`config.mk`:
```
export PLATFORM = sky130hd
export DESIGN_NAME = fuel_injection_pulse_calc
export DESIGN_NICKNAME = d
export VERILOG_FILES = /design/src/rtl/fipc_pkg.sv /design/src/rtl/fuel_injection_pulse_calc.sv /design/src/rtl/fipc_csr.sv /design/src/rtl/fipc_div.sv
export SDC_FILE = /design/constraint.sdc
export NUM_CORES = 1
export LEC_CHECK = 0
export ABC_AREA = 1
export BUFFER_PORTS_ARGS = -buffer_cell sky130_fd_sc_hd__buf_4
export CAP_MARGIN = 10
export CORE_MARGIN = 2
export CORE_UTILIZATION = 40
export CTS_CLUSTER_SIZE = 10
export DETAILED_ROUTE_END_ITERATION = 8
export PLACE_DENSITY_LB_ADDON = 0.3
export SKIP_LAST_GASP = 1
export SYNTH_ARGS = -nofsm -noshare
export SYNTH_HDL_FRONTEND = slang
export SYNTH_SLANG_ARGS = --single-unit
```
`constraint.sdc`:
```
create_clock -name clock -period 7.5 [get_ports clock]
set_input_delay 1.5 -clock clock [delete_from_list [all_inputs] [get_ports clock]]
set_output_delay 1.5 -clock clock [all_outputs]
set_load 0.01 [all_outputs]
```
`src/rtl/fipc_pkg.sv`:
```
// ----------------------------------------------------------------------------
// fipc_pkg: fuel injection pulse calculator shared definitions
// Types, fixed-point constants, register codes and the two fuel maps.
// ----------------------------------------------------------------------------
`default_nettype none

package fipc_pkg;

   // Register indexes on the configuration port
   localparam logic [2:0] CSR_MAP_SELECT   = 3'd0;
   localparam logic [2:0] CSR_CLOSED_LOOP  = 3'd1;
   localparam logic [2:0] CSR_REV_LIMIT    = 3'd2;
   localparam logic [2:0] CSR_OVERRUN_CUT  = 3'd3;
   localparam logic [2:0] CSR_IDLE_THROTTLE = 3'd4;
   localparam logic [2:0] CSR_START_RPM    = 3'd5;
   localparam logic [2:0] CSR_STALL_RPM    = 3'd6;

   localparam int CSR_INDEX_W = 3;
   localparam int CSR_DATA_W  = 13;

   // Register reset values
   localparam logic [12:0] REV_LIMIT_RST     = 13'd6500;
   localparam logic [12:0] OVERRUN_CUT_RST   = 13'd1800;
   localparam logic [9:0]  IDLE_THROTTLE_RST = 10'd20;
   localparam logic [12:0] START_RPM_RST     = 13'd300;
   localparam logic [12:0] STALL_RPM_RST     = 13'd400;

   // Serial divider geometry
   localparam int DIV_NUM_W = 34;
   localparam int DIV_DEN_W = 18;
   localparam int DIV_Q_W   = 25;
   localparam int DIV_CNT_W = 6;

   // Lambda factor: ((102300 + 100*s) * 65536 + 75190) / 150381, Q1.16
   localparam logic [17:0] LAMBDA_BASE  = 18'd102300;
   localparam logic [6:0]  LAMBDA_SCALE = 7'd100;
   localparam logic [33:0] LAMBDA_RND   = 34'd75190;
   localparam logic [17:0] LAMBDA_DEN   = 18'd150381;
   localparam logic [5:0]  LAMBDA_STEPS = 6'd17;
   localparam logic [16:0] FACTOR_ONE   = 17'd65536;
   localparam logic [16:0] FACTOR_MIN   = 17'd50412;
   localparam logic [16:0] FACTOR_MAX   = 17'd93623;

   // Firing period: 18750000 / rpm
   localparam logic [24:0] PERIOD_CONST = 25'd18750000;
   localparam logic [5:0]  PERIOD_STEPS = 6'd25;

   // Pulse saturation: v > 255<<16, and with cranking 13*v >= 10*(255<<16)+10
   localparam logic [24:0] PULSE_SAT_V  = 25'd16711680;
   localparam logic [28:0] PULSE_SAT_X  = 29'd167116810;
   localparam logic [3:0]  CRANK_MUL    = 4'd13;
   localparam logic [12:0] DIV10_RECIP  = 13'd6554;
   localparam logic [7:0]  PULSE_MAX    = 8'd255;

   typedef struct packed {
      logic        map_select;
      logic        closed_loop;
      logic [12:0] rev_limit_rpm;
      logic [12:0] overrun_cut_rpm;
      logic [9:0]  idle_throttle_limit;
      logic [12:0] start_rpm;
      logic [12:0] stall_rpm;
   } fipc_cfg_type;

   typedef struct packed {
      logic                 load;
      logic [DIV_DEN_W-1:0] rem_init;
      logic [DIV_NUM_W-1:0] num;
      logic [DIV_DEN_W-1:0] den;
      logic [DIV_CNT_W-1:0] steps;
   } fipc_div_req_type;

   typedef enum logic [3:0] {
      S_IDLE,
      S_INDEX,
      S_LDL,
      S_LAMBDA,
      S_MUL,
      S_SCALE,
      S_PULSE,
      S_LDP,
      S_PERIOD,
      S_OUT
   } fipc_state_type;

   localparam logic [7:0] MAP_ECO [256] = '{
      8'd20, 8'd22, 8'd24, 8'd26, 8'd28, 8'd30, 8'd32, 8'd34,
      8'd36, 8'd38, 8'd40, 8'd42, 8'd44, 8'd46, 8'd48, 8'd50,
      8'd22, 8'd24, 8'd26, 8'd28, 8'd30, 8'd32, 8'd34, 8'd36,
      8'd38, 8'd40, 8'd42, 8'd44, 8'd46, 8'd48, 8'd50, 8'd52,
      8'd24, 8'd26, 8'd28, 8'd30, 8'd32, 8'd34, 8'd36, 8'd38,
      8'd40, 8'd42, 8'd44, 8'd46, 8'd48, 8'd50, 8'd52, 8'd55,
      8'd26, 8'd28, 8'd30, 8'd32, 8'd34, 8'd36, 8'd38, 8'd40,
      8'd42, 8'd44, 8'd46, 8'd48, 8'd50, 8'd52, 8'd55, 8'd58,
      8'd28, 8'd30, 8'd32, 8'd34, 8'd36, 8'd38, 8'd40, 8'd42,
      8'd44, 8'd46, 8'd48, 8'd50, 8'd52, 8'd55, 8'd58, 8'd61,
      8'd30, 8'd32, 8'd34, 8'd36, 8'd38, 8'd40, 8'd42, 8'd44,
      8'd46, 8'd48, 8'd50, 8'd52, 8'd55, 8'd58, 8'd61, 8'd65,
      8'd32, 8'd34, 8'd36, 8'd38, 8'd40, 8'd42, 8'd44, 8'd46,
      8'd48, 8'd50, 8'd52, 8'd55, 8'd58, 8'd61, 8'd65, 8'd70,
      8'd34, 8'd36, 8'd38, 8'd40, 8'd42, 8'd44, 8'd46, 8'd48,
      8'd50, 8'd52, 8'd55, 8'd58, 8'd61, 8'd65, 8'd70, 8'd75,
      8'd36, 8'd38, 8'd40, 8'd42, 8'd44, 8'd46, 8'd48, 8'd50,
      8'd52, 8'd55, 8'd58, 8'd61, 8'd65, 8'd70, 8'd75, 8'd80,
      8'd38, 8'd40, 8'd42, 8'd44, 8'd46, 8'd48, 8'd50, 8'd52,
      8'd55, 8'd58, 8'd61, 8'd65, 8'd70, 8'd75, 8'd80, 8'd85,
      8'd40, 8'd42, 8'd44, 8'd46, 8'd48, 8'd50, 8'd52, 8'd55,
      8'd58, 8'd61, 8'd65, 8'd70, 8'd75, 8'd80, 8'd85, 8'd90,
      8'd42, 8'd44, 8'd46, 8'd48, 8'd50, 8'd52, 8'd55, 8'd58,
      8'd61, 8'd65, 8'd70, 8'd75, 8'd80, 8'd85, 8'd90, 8'd95,
      8'd44, 8'd46, 8'd48, 8'd50, 8'd52, 8'd55, 8'd58, 8'd61,
      8'd65, 8'd70, 8'd75, 8'd80, 8'd85, 8'd90, 8'd95, 8'd100,
      8'd46, 8'd48, 8'd50, 8'd52, 8'd55, 8'd58, 8'd61, 8'd65,
      8'd70, 8'd75, 8'd80, 8'd85, 8'd90, 8'd95, 8'd100, 8'd105,
      8'd48, 8'd50, 8'd52, 8'd55, 8'd58, 8'd61, 8'd65, 8'd70,
      8'd75, 8'd80, 8'd85, 8'd90, 8'd95, 8'd100, 8'd105, 8'd110,
      8'd50, 8'd52, 8'd55, 8'd58, 8'd61, 8'd65, 8'd70, 8'd75,
      8'd80, 8'd85, 8'd90, 8'd95, 8'd100, 8'd105, 8'd110, 8'd120
   };

   localparam logic [7:0] MAP_PERF [256] = '{
      8'd25, 8'd28, 8'd31, 8'd34, 8'd37, 8'd40, 8'd43, 8'd46,
      8'd50, 8'd55, 8'd60, 8'd65, 8'd70, 8'd75, 8'd80, 8'd85,
      8'd28, 8'd31, 8'd34, 8'd37, 8'd40, 8'd43, 8'd46, 8'd50,
      8'd55, 8'd60, 8'd65, 8'd70, 8'd75, 8'd80, 8'd85, 8'd90,
      8'd31, 8'd34, 8'd37, 8'd40, 8'd43, 8'd46, 8'd50, 8'd55,
      8'd60, 8'd65, 8'd70, 8'd75, 8'd80, 8'd85, 8'd90, 8'd95,
      8'd34, 8'd37, 8'd40, 8'd43, 8'd46, 8'd50, 8'd55, 8'd60,
      8'd65, 8'd70, 8'd75, 8'd80, 8'd85, 8'd90, 8'd95, 8'd105,
      8'd37, 8'd40, 8'd43, 8'd46, 8'd50, 8'd55, 8'd60, 8'd65,
      8'd70, 8'd75, 8'd80, 8'd85, 8'd90, 8'd95, 8'd105, 8'd115,
      8'd40, 8'd43, 8'd46, 8'd50, 8'd55, 8'd60, 8'd65, 8'd70,
      8'd75, 8'd80, 8'd85, 8'd90, 8'd95, 8'd105, 8'd115, 8'd125,
      8'd43, 8'd46, 8'd50, 8'd55, 8'd60, 8'd65, 8'd70, 8'd75,
      8'd80, 8'd85, 8'd90, 8'd95, 8'd105, 8'd115, 8'd125, 8'd135,
      8'd46, 8'd50, 8'd55, 8'd60, 8'd65, 8'd70, 8'd75, 8'd80,
      8'd85, 8'd90, 8'd95, 8'd105, 8'd115, 8'd125, 8'd135, 8'd145,
      8'd50, 8'd55, 8'd60, 8'd65, 8'd70, 8'd75, 8'd80, 8'd85,
      8'd90, 8'd95, 8'd105, 8'd115, 8'd125, 8'd135, 8'd145, 8'd155,
      8'd55, 8'd60, 8'd65, 8'd70, 8'd75, 8'd80, 8'd85, 8'd90,
      8'd95, 8'd105, 8'd115, 8'd125, 8'd135, 8'd145, 8'd155, 8'd165,
      8'd60, 8'd65, 8'd70, 8'd75, 8'd80, 8'd85, 8'd90, 8'd95,
      8'd105, 8'd115, 8'd125, 8'd135, 8'd145, 8'd155, 8'd165, 8'd175,
      8'd65, 8'd70, 8'd75, 8'd80, 8'd85, 8'd90, 8'd95, 8'd105,
      8'd115, 8'd125, 8'd135, 8'd145, 8'd155, 8'd165, 8'd175, 8'd185,
      8'd70, 8'd75, 8'd80, 8'd85, 8'd90, 8'd95, 8'd105, 8'd115,
      8'd125, 8'd135, 8'd145, 8'd155, 8'd165, 8'd175, 8'd185, 8'd195,
      8'd75, 8'd80, 8'd85, 8'd90, 8'd95, 8'd105, 8'd115, 8'd125,
      8'd135, 8'd145, 8'd155, 8'd165, 8'd175, 8'd185, 8'd195, 8'd205,
      8'd80, 8'd85, 8'd90, 8'd95, 8'd105, 8'd115, 8'd125, 8'd135,
      8'd145, 8'd155, 8'd165, 8'd175, 8'd185, 8'd195, 8'd205, 8'd215,
      8'd85, 8'd90, 8'd95, 8'd105, 8'd115, 8'd125, 8'd135, 8'd145,
      8'd155, 8'd165, 8'd175, 8'd185, 8'd195, 8'd205, 8'd215, 8'd225
   };

   function automatic logic [7:0] map_lookup(input logic sel, input logic [7:0] idx);
      map_lookup = sel ? MAP_PERF[idx] : MAP_ECO[idx];
   endfunction

endpackage

`default_nettype wire

```
`src/rtl/fuel_injection_pulse_calc.sv`:
```
// ----------------------------------------------------------------------------
// fuel_injection_pulse_calc: engine fuel pulse and firing period calculator
// Flow: a stopped engine that does not start goes straight to the result
//   beat; otherwise the block walks the map index, lambda factor (closed
//   loop only), fuel scaling, pulse and, at nonzero speed, firing period
//   steps, with extra map index wrap steps when MAP_ENTRIES is below 256.
// One set at a time: no new set is taken until the result beat is taken.
//   The bit-serial divider: 17 steps for the lambda factor, 25 for the period.
// Reset: synchronous; engine stopped, held outputs zero, registers to defaults.
// ----------------------------------------------------------------------------
`default_nettype none

module fuel_injection_pulse_calc
   import fipc_pkg::*;
#(
   parameter int MAP_ENTRIES = 256
)
(
   input  logic                   clock,
   input  logic                   reset,
   // input sample sets
   input  logic                   req_tvalid,
   output logic                   req_tready,
   input  logic [31:0]            req_tdata,   // throttle_sample, speed_sample, lambda_sample
   input  logic                   req_tuser,   // cranking
   // results
   output logic                   rsp_tvalid,
   input  logic                   rsp_tready,
   output logic [23:0]            rsp_tdata,   // pulse_width, period_reload
   output logic [1:0]             rsp_tuser,   // timer_run, engine_running
   // configuration writes
   input  logic                   csr_valid,
   output logic                   csr_ready,
   input  logic [CSR_INDEX_W-1:0] csr_index,
   input  logic [CSR_DATA_W-1:0]  csr_data
);

   // map index wraps at MAP_ENTRIES; at 256 or above it never wraps
   localparam logic [10:0] MAP_N = 11'(MAP_ENTRIES);

   fipc_cfg_type     cfg;
   fipc_div_req_type div_req;
   logic             div_busy;
   logic [DIV_Q_W-1:0] div_quo;

   fipc_state_type state_ff, state_in;

   // engine state and held outputs
   logic        running_ff, running_in;
   logic        timer_run_ff, timer_run_in;
   logic [7:0]  held_pulse_ff, held_pulse_in;
   logic [15:0] held_reload_ff, held_reload_in;

   // captured sample and working values
   logic [9:0]  thr_ff, thr_in;
   logic [12:0] rpm_ff, rpm_in;
   logic [9:0]  lam_ff, lam_in;
   logic        crank_ff, crank_in;
   logic [7:0]  idx_ff, idx_in;
   logic [16:0] fac_ff, fac_in;
   logic [24:0] v_ff, v_in;
   logic [28:0] x_ff, x_in;

   logic        req_beat;
   logic [9:0]  req_thr, req_spd, req_lam;
   logic [12:0] req_rpm;
   logic        start_ok;
   logic [16:0] lam_q;
   logic [16:0] lam_clamped;
   logic [17:0] lam_a;
   logic [33:0] lam_num;
   logic        fuel_cut;
   logic [25:0] recip_prod;

   fipc_csr u_csr (
      .clock    (clock),
      .reset    (reset),
      .wr_en    (csr_valid),
      .wr_index (csr_index),
      .wr_data  (csr_data),
      .cfg      (cfg)
   );

   fipc_div u_div (
      .clock    (clock),
      .reset    (reset),
      .div_req  (div_req),
      .div_busy (div_busy),
      .div_quo  (div_quo)
   );

   assign csr_ready = 1'b1;

   // unpack the input beat
   assign req_thr  = req_tdata[9:0];
   assign req_spd  = req_tdata[19:10];
   assign req_lam  = req_tdata[29:20];
   assign req_rpm  = {req_spd, 3'b000};
   assign req_beat = req_tvalid && req_tready;
   assign start_ok = req_tuser && (req_rpm > cfg.start_rpm);

   // lambda numerator: (102300 + 100*s) * 65536 + 75190
   assign lam_a   = LAMBDA_BASE + 18'(lam_ff * LAMBDA_SCALE);
   assign lam_num = {lam_a, 16'h0000} + LAMBDA_RND;

   // clamp the lambda factor to 1/1.3 .. 1/0.7
   assign lam_q       = div_quo[16:0];
   assign lam_clamped = (lam_q < FACTOR_MIN) ? FACTOR_MIN :
                        (lam_q > FACTOR_MAX) ? FACTOR_MAX : lam_q;

   // rev limit and closed-throttle overrun both kill the fuel
   assign fuel_cut = (rpm_ff > cfg.rev_limit_rpm) ||
                     ((thr_ff < cfg.idle_throttle_limit) && (rpm_ff > cfg.overrun_cut_rpm));

   // divide (13*v >> 16) by ten through a reciprocal; exact for this range
   assign recip_prod = x_ff[28:16] * DIV10_RECIP;

   // ---------------------------------------------------------------- next state
   always_comb begin
      state_in = state_ff;
      case (state_ff)
         S_IDLE: begin
            if (req_beat) begin
               state_in = (!running_ff && !start_ok) ? S_OUT : S_INDEX;
            end
         end
         S_INDEX: begin
            if ({3'b000, idx_ff} < MAP_N) begin
               state_in = cfg.closed_loop ? S_LDL : S_MUL;
            end
         end
         S_LDL:    state_in = S_LAMBDA;
         S_LAMBDA: begin
            if (!div_busy) begin
               state_in = S_MUL;
            end
         end
         S_MUL:    state_in = S_SCALE;
         S_SCALE:  state_in = S_PULSE;
         S_PULSE:  state_in = S_LDP;
         S_LDP:    state_in = (rpm_ff != '0) ? S_PERIOD : S_OUT;
         S_PERIOD: begin
            if (!div_busy) begin
               state_in = S_OUT;
            end
         end
         S_OUT: begin
            if (rsp_tready) begin
               state_in = S_IDLE;
            end
         end
         default:  state_in = S_IDLE;
      endcase
   end

   // ---------------------------------------------------------------- outputs
   always_comb begin
      req_tready = 1'b0;
      rsp_tvalid = 1'b0;
      div_req.load     = 1'b0;
      div_req.rem_init = {1'b0, lam_num[33:17]};
      div_req.num      = {lam_num[16:0], 17'h00000};
      div_req.den      = LAMBDA_DEN;
      div_req.steps    = LAMBDA_STEPS;
      case (state_ff)
         S_IDLE:  req_tready = 1'b1;
         S_LDL:   div_req.load = 1'b1;
         S_LDP: begin
            // skip the period when the engine shows zero speed
            div_req.load     = (rpm_ff != '0);
            div_req.rem_init = '0;
            div_req.num      = {PERIOD_CONST, 9'h000};
            div_req.den      = {5'b00000, rpm_ff};
            div_req.steps    = PERIOD_STEPS;
         end
         S_OUT:   rsp_tvalid = 1'b1;
         default: ;
      endcase
   end

   // ---------------------------------------------------------------- datapath
   always_comb begin
      running_in     = running_ff;
      timer_run_in   = timer_run_ff;
      held_pulse_in  = held_pulse_ff;
      held_reload_in = held_reload_ff;
      thr_in   = thr_ff;
      rpm_in   = rpm_ff;
      lam_in   = lam_ff;
      crank_in = crank_ff;
      idx_in   = idx_ff;
      fac_in   = fac_ff;
      v_in     = v_ff;
      x_in     = x_ff;
      case (state_ff)
         S_IDLE: begin
            if (req_beat) begin
               thr_in   = req_thr;
               rpm_in   = req_rpm;
               lam_in   = req_lam;
               crank_in = req_tuser;
               idx_in   = {req_spd[9:6], req_thr[9:6]};
               if (!running_ff && !start_ok) begin
                  // stopped engine: hold outputs, timer off
                  timer_run_in = 1'b0;
               end else begin
                  timer_run_in = 1'b1;
                  // a fresh start skips the stall check
                  running_in   = running_ff ? (req_rpm >= cfg.stall_rpm) : 1'b1;
               end
            end
         end
         S_INDEX: begin
            if ({3'b000, idx_ff} >= MAP_N) begin
               idx_in = idx_ff - MAP_N[7:0];
            end else begin
               fac_in = FACTOR_ONE;
            end
         end
         S_LAMBDA: begin
            if (!div_busy) begin
               fac_in = lam_clamped;
            end
         end
         S_MUL: begin
            v_in = fuel_cut ? '0 : map_lookup(cfg.map_select, idx_ff) * fac_ff;
         end
         S_SCALE: begin
            x_in = v_ff * CRANK_MUL;
         end
         S_PULSE: begin
            if (crank_ff) begin
               held_pulse_in = (x_ff >= PULSE_SAT_X) ? PULSE_MAX : recip_prod[23:16];
            end else begin
               held_pulse_in = (v_ff > PULSE_SAT_V) ? PULSE_MAX : v_ff[23:16];
            end
         end
         S_PERIOD: begin
            if (!div_busy) begin
               // 65535 - ticks, wrapped to 16 bits
               held_reload_in = ~div_quo[15:0];
            end
         end
         default: ;
      endcase
   end

   always_ff @(posedge clock) begin
      if (reset) begin
         state_ff       <= S_IDLE;
         running_ff     <= 1'b0;
         timer_run_ff   <= 1'b0;
         held_pulse_ff  <= '0;
         held_reload_ff <= '0;
      end else begin
         state_ff       <= state_in;
         running_ff     <= running_in;
         timer_run_ff   <= timer_run_in;
         held_pulse_ff  <= held_pulse_in;
         held_reload_ff <= held_reload_in;
      end
      thr_ff   <= thr_in;
      rpm_ff   <= rpm_in;
      lam_ff   <= lam_in;
      crank_ff <= crank_in;
      idx_ff   <= idx_in;
      fac_ff   <= fac_in;
      v_ff     <= v_in;
      x_ff     <= x_in;
   end

   // pack the result beat
   assign rsp_tdata = {held_reload_ff, held_pulse_ff};
   assign rsp_tuser = {running_ff, timer_run_ff};

   // ---------------------------------------------------------------- checks
   // one item at a time: no second beat right after an accept
   a_single_item: assert property (@(posedge clock) disable iff (reset)
      req_beat |=> !req_tready)
      else $error("input taken while an item is in flight");

   // the divider is quiet whenever the block waits for input
   a_div_idle: assert property (@(posedge clock) disable iff (reset)
      (state_ff == S_IDLE) |-> !div_busy)
      else $error("divider busy while idle");

   // a held result never reports a running engine
   a_held_stopped: assert property (@(posedge clock) disable iff (reset)
      (rsp_tvalid && !rsp_tuser[0]) |-> !rsp_tuser[1])
      else $error("timer off but engine reported running");

   // after the result beat the block takes input again
   a_return_idle: assert property (@(posedge clock) disable iff (reset)
      (rsp_tvalid && rsp_tready) |=> req_tready)
      else $error("block not ready after result beat");

endmodule

`default_nettype wire

```
`src/rtl/fipc_csr.sv`:
```
// ----------------------------------------------------------------------------
// fipc_csr: configuration register bank
// Holds the seven tuning registers; writes beyond the list are dropped.
// ----------------------------------------------------------------------------
`default_nettype none

module fipc_csr
   import fipc_pkg::*;
(
   input  logic                   clock,
   input  logic                   reset,
   input  logic                   wr_en,
   input  logic [CSR_INDEX_W-1:0] wr_index,
   input  logic [CSR_DATA_W-1:0]  wr_data,
   output fipc_cfg_type           cfg
);

   fipc_cfg_type cfg_ff;
   fipc_cfg_type cfg_in;

   always_comb begin
      cfg_in = cfg_ff;
      if (wr_en) begin
         case (wr_index)
            CSR_MAP_SELECT:    cfg_in.map_select          = wr_data[0];
            CSR_CLOSED_LOOP:   cfg_in.closed_loop         = wr_data[0];
            CSR_REV_LIMIT:     cfg_in.rev_limit_rpm       = wr_data;
            CSR_OVERRUN_CUT:   cfg_in.overrun_cut_rpm     = wr_data;
            CSR_IDLE_THROTTLE: cfg_in.idle_throttle_limit = wr_data[9:0];
            CSR_START_RPM:     cfg_in.start_rpm           = wr_data;
            CSR_STALL_RPM:     cfg_in.stall_rpm           = wr_data;
            default:           cfg_in = cfg_ff;
         endcase
      end
   end

   always_ff @(posedge clock) begin
      if (reset) begin
         cfg_ff.map_select          <= 1'b0;
         cfg_ff.closed_loop         <= 1'b0;
         cfg_ff.rev_limit_rpm       <= REV_LIMIT_RST;
         cfg_ff.overrun_cut_rpm     <= OVERRUN_CUT_RST;
         cfg_ff.idle_throttle_limit <= IDLE_THROTTLE_RST;
         cfg_ff.start_rpm           <= START_RPM_RST;
         cfg_ff.stall_rpm           <= STALL_RPM_RST;
      end else begin
         cfg_ff <= cfg_in;
      end
   end

   assign cfg = cfg_ff;

endmodule

`default_nettype wire

```
`src/rtl/fipc_div.sv`:
```
// ----------------------------------------------------------------------------
// fipc_div: bit-serial restoring divider
// Shifts the numerator in one bit per cycle while busy and yields one quotient bit.
// ----------------------------------------------------------------------------
`default_nettype none

module fipc_div
   import fipc_pkg::*;
(
   input  logic                 clock,
   input  logic                 reset,
   input  fipc_div_req_type     div_req,
   output logic                 div_busy,
   output logic [DIV_Q_W-1:0]   div_quo
);

   logic [DIV_DEN_W-1:0] rem_ff, rem_in;
   logic [DIV_NUM_W-1:0] num_ff, num_in;
   logic [DIV_DEN_W-1:0] den_ff, den_in;
   logic [DIV_CNT_W-1:0] cnt_ff, cnt_in;
   logic [DIV_Q_W-1:0]   quo_ff, quo_in;
   logic                 busy_ff, busy_in;

   logic [DIV_DEN_W:0]   trial;
   logic [DIV_DEN_W:0]   diff;
   logic                 fits;

   assign trial = {rem_ff, num_ff[DIV_NUM_W-1]};
   assign diff  = trial - {1'b0, den_ff};
   assign fits  = (trial >= {1'b0, den_ff});

   always_comb begin
      rem_in  = rem_ff;
      num_in  = num_ff;
      den_in  = den_ff;
      cnt_in  = cnt_ff;
      quo_in  = quo_ff;
      busy_in = busy_ff;
      if (div_req.load) begin
         rem_in  = div_req.rem_init;
         num_in  = div_req.num;
         den_in  = div_req.den;
         cnt_in  = div_req.steps;
         quo_in  = '0;
         busy_in = (div_req.steps != '0);
      end else if (busy_ff) begin
         // subtract when the divisor fits, shift the next numerator bit in
         rem_in  = fits ? diff[DIV_DEN_W-1:0] : trial[DIV_DEN_W-1:0];
         num_in  = {num_ff[DIV_NUM_W-2:0], 1'b0};
         quo_in  = {quo_ff[DIV_Q_W-2:0], fits};
         cnt_in  = cnt_ff - 1'b1;
         busy_in = (cnt_ff != DIV_CNT_W'(1));
      end
   end

   always_ff @(posedge clock) begin
      if (reset) begin
         busy_ff <= 1'b0;
         cnt_ff  <= '0;
      end else begin
         busy_ff <= busy_in;
         cnt_ff  <= cnt_in;
      end
      rem_ff <= rem_in;
      num_ff <= num_in;
      den_ff <= den_in;
      quo_ff <= quo_in;
   end

   assign div_busy = busy_ff;
   assign div_quo  = quo_ff;

endmodule

`default_nettype wire

```
==> reports/metrics.json <==
{
  "status": "complete, no violations",
  "max_slew_margin_pct": 24.6,
  "die_h_um": 266,
  "count_of_flip_flops_with_a_built_in_enable_after_synthesis": 153,
  "tightestPinTransition_ns": 1.12,
  "cp-end-kind": "register",
  "synth_compound_gate_area_share_pct": 13.0,
  "drive_above_1_share_pct": 6.52,
  "grt_first_pass_wirelength_mm": 128,
  "grt_max_degree": 63,
  "final-hold-violation-count": 0,
  "clock-sinks": 271,
  "vias": 24654,
  "synthCells": 3662,
  "viasPerCell": 5.31,
  "synth_top_area_cell": "sky130_fd_sc_hd__edfxtp_1",
  "layout.cells.most_common_list": "692 x sky130_fd_sc_hd__nand2_1, 629 x sky130_fd_sc_hd__inv_1, 324 x sky130_fd_sc_hd__ha_1",
  "layout.filler_cells": 6954,
  "port_buffers": 79,
  "cts_buffer_depth": 3,
  "final.period_utilization_pct": 94.8,
  "ff_latch_area_um2": 6960,
  "critical_path.startpoint_type": "register",
  "holdCritPathClass": "register to register",
  "avgRoutedWirePerCell_um": 17.3,
  "rsz0062_at_grt": "no",
  "drt_iter0_drc": 2236,
  "post_cts_setup_bufs": 0,
  "fin_crit_ns": 7.11,
  "fp.coreArea_um2": 68300,
  "synthArstFlopShare_pct": 0,
  "clock_skew_ns": 0.0569,
  "timing.critical_path.arrival_ns": 7.38,
  "synth-simple-area-share_pct": 22.5,
  "tritoncts_buffers": 36,
  "tritoncts": "yes",
  "layout-area-overhead-vs-synth_pct": 9.86,
  "place_congestion": 1.01,
  "groute.usage.overall_pct": 22.6,
  "num-nets-final": 4267,
  "post_synthesis_adder_cell_area_fraction_pct": 26.4,
  "yosys_register_bits": 271,
  "drc": 0,
  "synth_area_leaders": "sky130_fd_sc_hd__edfxtp_1 17%, sky130_fd_sc_hd__ha_1 15%, sky130_fd_sc_hd__fa_1 12%",
  "die-area_um2": 70900,
  "fin_tns_setup_ns": 0,
  "synth_top_flop_cell": "sky130_fd_sc_hd__edfxtp_1",
  "critical_path_class": "register to register",
  "post_synthesis_mux_area_share_pct": 0,
  "initial_core_util_pct": 40.2,
  "synth_seq_area_share_pct": 25.3,
  "layout.cells.most_common": "sky130_fd_sc_hd__nand2_1",
  "insertion_delay_ns": 0.58,
  "row_count": 96,
  "synthXorXnorAreaFrac_pct": 1.75,
  "die_width_um": 266,
  "clockRootBuffer": "sky130_fd_sc_hd__clkbuf_16",
  "worst-endpoint-required_ns": 7.77,
  "slew_violations": 0,
  "grt_overflow": 0,
  "design.portCount": 83,
  "vias_in_the_first_global_route": 23857,
  "maxCapViolCount": 0,
  "dp_hpwl_mm": 62.7,
  "yosys_warnings": 0,
  "worst_setup_hold_path_clk_slew_ns": 0.06,
  "post_synth_num_cell_types": 56,
  "antenna_cells_inserted": 0,
  "final_antenna_net_count": 0,
  "antenna_violations_before_repair": 0,
  "max_freq_mhz": 141,
  "main_combinational_cell_family_by_area_after_synthesis": "adder cells",
  "worst-path-max-fanout": 11,
  "htreeDepth": 2,
  "netlist_area_um2": 27500,
  "firstDrtPassIters": 6,
  "avgSynthCellArea_um2": 7.51,
  "mappedNetlistNets": 4200,
  "synthDominantCellAreaShare_pct": 16.7,
  "multi_input_area_um2": 17500,
  "totalWireLength_mm": 80.3,
  "final-setup-viol-count": 0
}
## state kept, by name, summed over array words and instances (netlist names), 8 cells and up
| signal | count |
|---|---|
| lam_ff | 10 |
| u_div.rem_ff | 18 |
| fac_ff | 17 |
| held_pulse_ff | 8 |
| u_div.num_ff | 21 |
| held_reload_ff | 16 |
| thr_ff | 9 |
| u_div.div_quo | 17 |
| x_ff | 29 |
| u_div.den_ff | 12 |
| u_csr.cfg | 64 |
| v_ff | 25 |
## synth_stat cells, types with 2 or more instances
master                        n
sky130_fd_sc_hd__nand2_1    693
sky130_fd_sc_hd__inv_1      629
sky130_fd_sc_hd__ha_1       324
sky130_fd_sc_hd__nor2_1     324
sky130_fd_sc_hd__a21oi_1    274
sky130_fd_sc_hd__nand3_1    262
sky130_fd_sc_hd__o21ai_0    186
sky130_fd_sc_hd__fa_1       160
sky130_fd_sc_hd__edfxtp_1   153
sky130_fd_sc_hd__dfxtp_1    118
sky130_fd_sc_hd__nand4_1     53
sky130_fd_sc_hd__nor3_1      52
sky130_fd_sc_hd__o211ai_1    42
sky130_fd_sc_hd__buf_2       41
sky130_fd_sc_hd__clkbuf_1    35
sky130_fd_sc_hd__xor2_1      31
sky130_fd_sc_hd__a31oi_1     28
sky130_fd_sc_hd__o22ai_1     24
sky130_fd_sc_hd__xnor2_1     24
sky130_fd_sc_hd__buf_4       21
sky130_fd_sc_hd__o21ai_1     21
sky130_fd_sc_hd__inv_2       17
sky130_fd_sc_hd__o21bai_1    16
sky130_fd_sc_hd__a21o_1      14
sky130_fd_sc_hd__nand3b_1    14
sky130_fd_sc_hd__or2_2       13
sky130_fd_sc_hd__nand2_2     10
sky130_fd_sc_hd__a211oi_1     7
sky130_fd_sc_hd__buf_6        7
sky130_fd_sc_hd__nor4_1       7
sky130_fd_sc_hd__a21boi_0     6
sky130_fd_sc_hd__clkinv_1     5
sky130_fd_sc_hd__nor2_2       5
sky130_fd_sc_hd__o2111ai_1    5
sky130_fd_sc_hd__o21a_1       5
sky130_fd_sc_hd__o31ai_1      5
sky130_fd_sc_hd__nor2_4       4
sky130_fd_sc_hd__a22oi_1      3
sky130_fd_sc_hd__buf_1        3
sky130_fd_sc_hd__nand3_2      3
sky130_fd_sc_hd__and2_1       2
sky130_fd_sc_hd__nor3b_1      2
## logic make-up (layout without fill, tap and decap cells)
logic type,after synthesis,in the layout
and+or+nand+nor,1450,1450
DFF,271,271
adders and majority gates,484,484
other,1,1
xor gates and xnor gates,55,55
buffers and inverters,758,853
AOI/OAI and AO/OA,643,643
## cell type report
cell class              instances  share of cell area (%)
clock buffers                  57                    3.35
clock inverters                 9                   0.410
inverters                     651                    8.09
multi-input cells            2633                    58.1
flip-flops and latches        271                    23.0
well taps                     882                    3.65
repair buffers                136                    3.42
## worst max-delay path, stage by stage, from the launching register on
cell                       delay (ns)
sky130_fd_sc_hd__edfxtp_1        0.40
sky130_fd_sc_hd__inv_1           0.27
sky130_fd_sc_hd__ha_1            0.48
sky130_fd_sc_hd__nand2_1         0.34
sky130_fd_sc_hd__o21ai_0         0.30
sky130_fd_sc_hd__nand2_1         0.09
sky130_fd_sc_hd__a21oi_1         0.14
sky130_fd_sc_hd__o21ai_0         0.09
sky130_fd_sc_hd__nand3_1         0.10
sky130_fd_sc_hd__nand3_1         0.47
sky130_fd_sc_hd__nand2_2         0.37
sky130_fd_sc_hd__nor2_1          0.10
sky130_fd_sc_hd__fa_1            0.54
sky130_fd_sc_hd__inv_1           0.05
sky130_fd_sc_hd__fa_1            0.47
sky130_fd_sc_hd__inv_1           0.05
sky130_fd_sc_hd__fa_1            0.50
sky130_fd_sc_hd__fa_1            0.49
sky130_fd_sc_hd__ha_1            0.37
sky130_fd_sc_hd__nand2_1         0.12
sky130_fd_sc_hd__nor3_1          0.20
sky130_fd_sc_hd__a21oi_1         0.15
sky130_fd_sc_hd__o21ai_0         0.36
sky130_fd_sc_hd__nand3_1         0.16
sky130_fd_sc_hd__nand3_1         0.10
sky130_fd_sc_hd__a21oi_1         0.07
## what timing repair did
item                       4_1_cts  5_1_grt
resized for setup                0        1
setup endpoints to repair        0        2
hold buffers                     0        0
## per-layer routing
| layer | share of wire, % | vias up | global-route usage, % |
|---|---|---|---|
| li1 | - | 12164 | - |
| met1 | 46 | 11453 | 31.3 |
| met2 | 44 | 854 | 36.6 |
| met3 | 6.5 | 183 | 2.86 |
| met4 | 3.3 | 0 | 7.39 |
| met5 | 0 | - | 0 |
## per-stage QoR
step / cells / util, % / worst slack, ns / area [um^2] / hold WS (ns)
global placement: 4573 / 42.5 / 0.415 / 29100 / 0.443
detailed placement: 4573 / 42.5 / 0.501 / 29100 / 0.446
finish: 4639 / 44.2 / 0.388 / 30200 / 0.456
global route: 4639 / 44.2 / 0.0741 / 30200 / 0.471
CTS: 4639 / 44.2 / 0.454 / 30200 / 0.454
floorplan: 3662 / - / 1.49 / 27500 / 0.429
## path summary, 6_finish.rpt
check                           slack, ns  cells past startpoint          start             to
worst min register to register       0.46                      2  u_csr.cfg[36]  u_csr.cfg[36]
worst max-delay path                 0.39                     25      thr_ff[7]       v_ff[19]
worst min-delay path                 0.46                      2  u_csr.cfg[36]  u_csr.cfg[36]
worst max register to register       0.39                     25      thr_ff[7]       v_ff[19]
Power is left out: the tool's default activity adds up to more than one toggle a clock period on the data nets, which glitch-free logic cannot reach.
